==> src/rtl/core/tlwbc_pkg.sv <==
`timescale 1ns / 1ps

package tlwbc_pkg;

    localparam int BLOCK_WORDS   = 16;
    localparam int L1_LINE_COUNT = 16;
    localparam int L2_LINE_COUNT = 128;
    localparam int MEMORY_WORDS  = 32768;

    localparam int DATA_W    = 32;
    localparam int ADDR_W    = 15;
    localparam int OFF_W     = $clog2(BLOCK_WORDS);
    localparam int CNT_W     = OFF_W + 1;
    localparam int L1_IDX_W  = $clog2(L1_LINE_COUNT);
    localparam int L1_TAG_W  = ADDR_W - OFF_W - L1_IDX_W;
    localparam int L2_IDX_W  = $clog2(L2_LINE_COUNT);
    localparam int L2_TAG_W  = ADDR_W - OFF_W - L2_IDX_W;
    localparam int COST_W    = 10;
    localparam int ACC_W     = 13;
    localparam int ACT_W     = 2;
    localparam int CFG_IDX_W = 3;

    localparam logic [ACT_W-1:0] ACT_READ  = 2'd0;
    localparam logic [ACT_W-1:0] ACT_WRITE = 2'd1;
    localparam logic [ACT_W-1:0] ACT_CLEAR = 2'd2;

    localparam logic [CFG_IDX_W-1:0] CFG_DRAM_RD = 3'd0;
    localparam logic [CFG_IDX_W-1:0] CFG_DRAM_WR = 3'd1;
    localparam logic [CFG_IDX_W-1:0] CFG_L2_RD   = 3'd2;
    localparam logic [CFG_IDX_W-1:0] CFG_L2_WR   = 3'd3;
    localparam logic [CFG_IDX_W-1:0] CFG_L1_RD   = 3'd4;
    localparam logic [CFG_IDX_W-1:0] CFG_L1_WR   = 3'd5;

    typedef struct packed {
        logic [COST_W-1:0] dram_rd;
        logic [COST_W-1:0] dram_wr;
        logic [COST_W-1:0] l2_rd;
        logic [COST_W-1:0] l2_wr;
        logic [COST_W-1:0] l1_rd;
        logic [COST_W-1:0] l1_wr;
    } t_costs;

endpackage

==> src/rtl/core/tlwbc_cfg.sv <==
`timescale 1ns / 1ps

module tlwbc_cfg
    import tlwbc_pkg::*;
(
    input  logic                 i_clk,
    input  logic                 i_rst_n,
    input  logic                 i_cfg_we,
    input  logic [CFG_IDX_W-1:0] i_cfg_index,
    input  logic [COST_W-1:0]    i_cfg_data,
    output t_costs               o_costs
);

    t_costs r_costs;

    always_ff @(posedge i_clk) begin
        if (!i_rst_n) begin
            r_costs.dram_rd <= COST_W'(100);
            r_costs.dram_wr <= COST_W'(50);
            r_costs.l2_rd   <= COST_W'(10);
            r_costs.l2_wr   <= COST_W'(5);
            r_costs.l1_rd   <= COST_W'(1);
            r_costs.l1_wr   <= COST_W'(1);
        end else if (i_cfg_we) begin
            case (i_cfg_index)
                CFG_DRAM_RD: r_costs.dram_rd <= i_cfg_data;
                CFG_DRAM_WR: r_costs.dram_wr <= i_cfg_data;
                CFG_L2_RD:   r_costs.l2_rd   <= i_cfg_data;
                CFG_L2_WR:   r_costs.l2_wr   <= i_cfg_data;
                CFG_L1_RD:   r_costs.l1_rd   <= i_cfg_data;
                CFG_L1_WR:   r_costs.l1_wr   <= i_cfg_data;
                default: ;
            endcase
        end
    end

    assign o_costs = r_costs;

endmodule

==> config.mk <==
export PLATFORM = sky130hd
export DESIGN_NAME = tlwbc_cfg
export DESIGN_NICKNAME = d
export VERILOG_FILES = /design/src/rtl/core/tlwbc_pkg.sv /design/src/rtl/core/tlwbc_cfg.sv
export SDC_FILE = /design/constraint.sdc
export NUM_CORES = 1
export LEC_CHECK = 0
export ABC_AREA = 1
export BUFFER_PORTS_ARGS = -buffer_cell sky130_fd_sc_hd__buf_4
export CAP_MARGIN = 20
export CORE_ASPECT_RATIO = 1.5
export CORE_MARGIN = 10
export CORE_UTILIZATION = 45
export DETAILED_ROUTE_END_ITERATION = 7
export PLACE_DENSITY = 0.72
export RECOVER_POWER = 50
export SYNTH_ARGS = -nofsm -noshare
export SYNTH_HDL_FRONTEND = slang
export SYNTH_SLANG_ARGS = --single-unit
export TNS_END_PERCENT = 5
==> constraint.sdc <==
create_clock -name i_clk -period 2.1 [get_ports i_clk]
set_input_delay 0.21 -clock i_clk [delete_from_list [all_inputs] [get_ports i_clk]]
set_output_delay 0.21 -clock i_clk [all_outputs]
set_load 0.02 [all_outputs]
==> results by group, run 1 <==
Synthesis
  • Mapped cell area: between 2000 and 2500 um2
  • Mapped Cells: about 340
  • Synth top area cells: dfxtp_1 (51%), nor2_1 (15%), nand2_1 (13%), nand3_1 (13%), inv_1 (2.1%)
  • Synth top area share: 0.507
  • Synth area leader: dfxtp_1
  • Post-synthesis sequential element count: 60
  • YS warnings: 0
  • Post-synthesis mux area share: 0
  • Syn Area/Cell: 7.04 um2
  • Fraction of the mapped netlist area in adder cells: 0
  • Mapped Nets: about 350
  • Main combinational cell family by area after synthesis: simple AND/OR/NAND/NOR gates
  • Register area share after synthesis: 0.507
  • Xor and xnor area share after synthesis: 0
  • Post-synthesis simple-gate area fraction: 0.438
  • Post-synthesis compound-gate area fraction: 0.00422
  • Post-synth cell types: 14

Timing
  • Achievable Freq: 726 MHz
  • Worst hold slack: 0.0883 ns
  • Final Max Slew Viols: 0
  • Rel. slew slack: 0.315
  • Min cycle time layout: 1.38 ns
  • Tcrit/Tclk final: 0.656
  • Final setup TNS: 0 ns
  • RSZ-0062 raised after global routing: false
  • Final-report setup violation count: 0
  • Max Clock Skew: 0 ns
  • Worst Max-Slew Pin Slew: slightly above 1 ns
  • Endpoints failing hold: 0

Final layout
  • N_diodes: 0
  • Synth-to-Final Area Change: 33.3%
  • Largest register FFs: 60
  • Fin area: 3160 um2
  • Nets: 428
  • Layout cells sized above 1: 0.224

Status
  • Outcome: complete, no violations

Clocking
  • Post-cts sizing count: 0
  • Reg clk slew, reported paths: 0.06 ns
  • Root Driver: clkbuf_8
  • CTS Buffer Depth: 2
  • Hold-fix buffers at CTS: 0
  • CTS buffer count: 9
  • Clk_lat worst skew: approximately 0.33 ns
  • CTS Sinks: 60
  • Post-CTS Setup Inserts: 0
  • CTS tree: yes
  • CTS H-Tree Depth: 3

GRT
  • First-pass GRT wire length: 11000 um
  • Initial antenna violation count: 0
  • Vias in the first global route: 2191
  • Largest net degree at the start of global routing: 61
  • GRT overflow: 0
  • Overall Global Routing Usage: 0.163

Worst setup path
  • Reg2Reg Launch Point: o_costs[10]$_SDFFE_PN1P_
  • Critical Path RT: roughly 2.3 ns
  • R2r setup slk: 1.50 ns
  • Startpoint types: input pin
  • Critical-path cell list: clkbuf_1, nor2_1, nand2_1, nand2_1, nand3_1
  • Slowest cell on crit path: nor2_1
  • Kind of critical path: input pin to flop
  • Worst setup EP type: flop
  • Delay of the slowest critical-path stage: 0.81 ns
  • Reg2reg end: o_costs[10]$_SDFFE_PN1P_
  • Most frequent CP cell: nand2_1
  • Arrival time worst endpoint: 1.57 ns
  • Register-to-Register Path Depth: 2
  • CP max FO: 17

Floorplanning
  • Die height: 109 um
  • Core Area: 5120 um2
  • # IOs: 76
  • Core Rows: 32
  • Die area: 8630 um2
  • Initial Utilization: 0.463
  • Die Width: 79.3 um

Run
  • Max-Cap Viols: 0

Worst hold path
  • Min-Delay Path Depth: 3
  • Hold endpoint: o_costs[44]$_SDFFE_PN1P_
  • Worst min-delay path class: input pin to flop
  • Min-delay src: i_cfg_data[4]

Detailed routing
  • DRT iter0 DRCs: around 130
  • Residual DRC: 0
  • First drt pass iteration count: 4
  • Post-route ant nets: 0
  • Final wirelength: 6690 um
  • Vias/cell: 4.75
  • Routed WL per cell: between 10 and 15 um
  • Via count: 2300

Pwr
  • P_leak: between 1 and 1.5 nW
  • Max VDD drop: 0.602 mV
  • Pwr dens: 845 nW/um2

Placed design
  • Placed Area: roughly 3000 um2
  • Post-DP HPWL: ~5000 um
  • RePlAce Congestion: between 0.9 and 1
  • Port bufs: 75
## kinds of logic (layout without fill, tap and decap cells)
logic type	Yosys count	after routing
buffers and inverters	29	108
DFF	60	60
and+or+nand+nor	246	246
AOI/OAI and AO/OA	2	2
## area by class of cell
class | count | area [um2]
timing repair buffer | 77 | 559
tap | 68 | 85.1
sequential | 60 | 1200
clock inverter | 4 | 72.6
clock buffer | 11 | 151
multi-input combinational | 248 | 1030
inverter | 16 | 60.1
fill | 541 | 1960
## routing by layer
| metal | up-vias | GRT usage | share of wire |
|---|---|---|---|
| li1 | 1202 | - | - |
| met1 | 1013 | 0.175 | 0.41 |
| met2 | 73 | 0.273 | 0.48 |
| met3 | 12 | 0.0741 | 0.094 |
| met4 | 0 | 0.0694 | 0.019 |
| met5 | - | 0 | 0 |
## Yosys cell counts (all sizes together)
cell / count
nand3: 60
o21ai: 2
buf: 11
inv: 15
nor2: 106
clkbuf: 2
dfxtp: 60
clkinv: 1
nand2: 80
## where the power goes
part           total [W]  internal (W)  switching (W)
clock network    0.00116      0.000724       0.000434
registers        0.00120       0.00118      0.0000204
logic           0.000315      0.000112       0.000203
## stage by stage
stage | power, W | setup WS [ns] | utilization | cells
after CTS | 0.00270 | 1.02 | 0.624 | 484
after global placement | 0.00154 | 0.777 | 0.580 | 469
after floorplan | 0.00142 | 1.18 | - | 337
after global routing | 0.00277 | 0.527 | 0.617 | 484
final | 0.00267 | 0.722 | 0.617 | 484
after detailed placement | 0.00155 | 0.729 | 0.580 | 469
## how the worst max path moves through the flow
stage | from | endpoint | cells past startpoint
floorplan | i_cfg_index[2] | o_costs[8]$_SDFFE_PN0P_ | 6
finish | i_cfg_index[1] | o_costs[56]$_SDFFE_PN1P_ | 5
global route | i_cfg_index[1] | o_costs[56]$_SDFFE_PN1P_ | 5
global placement | i_cfg_index[1] | o_costs[56]$_SDFFE_PN1P_ | 5
CTS | o_costs[22]$_SDFFE_PN1P_ | o_costs[22] | 1
detailed placement | i_cfg_index[1] | o_costs[56]$_SDFFE_PN1P_ | 5
## cells in the final DEF (no fill, tap or decap)
| master | synthesis | routed |
|---|---|---|
| nor2_1 | 96 | 101 |
| nand2_1 | 80 | 80 |
| buf_4 | 2 | 72 |
| nand3_1 | 60 | 60 |
| dfxtp_1 | 60 | 60 |
| inv_1 | 13 | 14 |
| clkbuf_8 | 0 | 11 |
| clkbuf_1 | 2 | 5 |
| nor2_2 | 7 | 3 |
| nor2_4 | 3 | 2 |
| o21ai_0 | 2 | 2 |
| bufinv_16 | 0 | 2 |
| clkinv_1 | 1 | 1 |
| inv_2 | 2 | 1 |
| clkinvlp_4 | 0 | 1 |
| clkinv_2 | 0 | 1 |
## worst max-delay path: cells and delay by family
| kind | cells | cell delay (ns) |
|---|---|---|
| simple gates | 4 | 1.21 |
| buf+inv | 1 | 0.15 |
Power figures use the tool's default switching activity.
==> inputs of run 2 (changes only) <==
- clock period: 2.1 -> 1.3 ns (I/O delays scaled with it)
==> run 2 against run 1 <==
Utilization fell by 0.12 points. Combinational power rose by 67%. Non-clock buffer count rose by 3. Largest power group unchanged. Sequential cell count did not move. Total power rose by 47%. Sequential power rose by 62%. First-iteration DRC count rose by 28%.
==> results by group, run 2 (synthesized netlist as in run 1, its figures left out) <==
Status
  • Outcome: complete, no violations

Detailed routing
  • Post-route ant nets: 0
  • First drt pass iteration count: 4
  • Routed WL per cell: 14.0 um
  • Final wirelength: 6810 um
  • DRT iter0 DRCs: 160
  • Vias/cell: 4.81
  • Residual DRC: 0
  • Via count: 2344

Worst setup path
  • Worst Setup EP: o_costs[51]$_SDFFE_PN0P_
  • Critical-path cell list: buf_4, inv_1, nand2_1, nor2_1, nor2_1, nor2_1
  • Crit path depth: 6
  • Kind of critical path: input pin to flop
  • Register-to-Register Path Depth: 2
  • CP max FO: 10
  • CP bufs+invs: 2
  • Reg2Reg Launch Point: o_costs[51]$_SDFFE_PN0P_
  • R2r setup slk: 0.68 ns
  • Family with the most delay on the worst path: simple AND/OR/NAND/NOR gates
  • Crit path from: i_cfg_index[0]
  • Reg2reg end: o_costs[51]$_SDFFE_PN0P_
  • Critical Path RT: 1.57 ns
  • Delay of the slowest critical-path stage: 0.57 ns
  • Worst setup EP type: flop
  • Startpoint types: input pin
  • Slowest cell on crit path: nor2_1
  • Most frequent CP cell: nor2_1
  • Arrival time worst endpoint: 1.31 ns

Floorplanning
  • Die height: 109 um
  • # IOs: 76
  • Die Width: between 70 and 80 um
  • Initial Utilization: 0.463
  • Die area: 8630 um2
  • Core Rows: 32
  • Core Area: 5120 um2

GRT
  • Largest net degree at the start of global routing: 61
  • GRT overflow: 0
  • Initial antenna violation count: 0
  • Overall Global Routing Usage: 0.161
  • Vias in the first global route: around 2200
  • First-pass GRT wire length: ~11000 um

Timing
  • Rel. slew slack: 0.513
  • Min cycle time layout: 1.04 ns
  • Tcrit/Tclk final: 0.800
  • Achievable Freq: 961 MHz
  • Worst Max-Slew Pin Slew: 0.728 ns
  • Worst hold slack: 0.00804 ns
  • RSZ-0062 raised after global routing: false
  • Max Clock Skew: 0 ns
  • Final Max Slew Viols: 0
  • Endpoints failing hold: 0
  • Final setup TNS: 0 ns
  • Final-report setup violation count: 0

Clocking
  • CTS H-Tree Depth: 3
  • CTS Sinks: 60
  • CTS buffer count: 9
  • Clk_lat worst skew: 0.33 ns
  • CTS Buffer Depth: 2
  • Post-CTS Setup Inserts: 0
  • Root Driver: clkbuf_8
  • CTS tree: yes
  • Hold-fix buffers at CTS: 0
  • Post-cts sizing count: 0
  • Reg clk slew, reported paths: 0.06 ns

Final layout
  • N_diodes: 0
  • Fin area: between 3000 and 4000 um2
  • Commonest non-fill, non-tap cell in the layout: nor2_1
  • Largest register FFs: 60
  • Nets: between 400 and 500
  • Most frequent cells in the layout: nor2_1 (100), nand2_1 (80), buf_4 (77)
  • Synth-to-Final Area Change: 33.0%
  • Layout cells sized above 1: 0.236
  • FILL cells: 561

Run
  • Max-Cap Viols: 0

Pwr
  • P_leak: 1.51 nW
  • Max VDD drop: a little under 0.9 mV
  • Pwr dens: 1240 nW/um2
  • Total power draw: 0.00392 W

Placed design
  • Placed Area: roughly 3000 um2
  • RePlAce Congestion: 0.839
  • Post-DP HPWL: just under 5000 um
  • Port bufs: 75

Worst hold path
  • Worst min-delay path class: input pin to flop
  • Min-Delay Path Depth: 3
run 2: changes by cell type in the layout (fill, tap and decap cells not counted), sizes merged:
cell | previous run | this run
bufinv | 2 | 0
clkinv | 2 | 3
clkinvlp | 1 | 0
buf | 72 | 78
clkbuf | 16 | 15
run 2: final cells by class:
type / count / area (um2) / area share
Tap cell: 68 / 85.1 / 0.0270
Multi-Input combinational cell: 248 / 1030 / 0.328
Timing Repair Buffer: 80 / 606 / 0.192
Clock buffer: 13 / 159 / 0.0504
Sequential cell: 60 / 1200 / 0.381
Clock inverter: 2 / 10.0 / 0.00317
Inverter: 16 / 60.1 / 0.0190
run 2: report_power, final:
part | switching, W | internal [W]
Combinational | 0.000333 | 0.000194
Clock | 0.000681 | 0.000780
Sequential | 0.0000321 | 0.00190
Total | 0.00105 | 0.00288
run 2: worst min path at each step:
stage	from	end	slack, ns
finish	i_cfg_data[4]	o_costs[44]$_SDFFE_PN1P_	0.008
global route	i_cfg_data[5]	o_costs[45]$_SDFFE_PN1P_	0.02
CTS	i_cfg_data[4]	o_costs[44]$_SDFFE_PN1P_	0.002
detailed placement	i_cfg_data[3]	o_costs[33]$_SDFFE_PN1P_	0.35
global placement	i_cfg_data[6]	o_costs[56]$_SDFFE_PN1P_	0.34
floorplan	i_cfg_data[1]	o_costs[31]$_SDFFE_PN1P_	0.24
run 2: per-layer routing:
metal	vias to the layer above	track usage	wire, um
met5	-	0	0
met4	0	0.0964	162
met3	15	0.0626	665
met2	79	0.267	3340
met1	1043	0.170	2640
li1	1207	-	-
run 2: through the flow:
| step | instances | setup WS (ns) | utilization |
|---|---|---|---|
| after floorplan | 337 | 0.463 | - |
| after global placement | 472 | 0.178 | 0.587 |
| after detailed placement | 472 | 0.112 | 0.587 |
| after CTS | 487 | 0.329 | 0.620 |
| after global routing | 487 | 0.171 | 0.615 |
| final | 487 | 0.259 | 0.615 |
run 2: worst reg2reg max path: cells and delay by family (launching register included):
kind / cells / cell delay (ns)
DFF: 1 / 0.32
and+or+nand+nor: 2 / 0.20
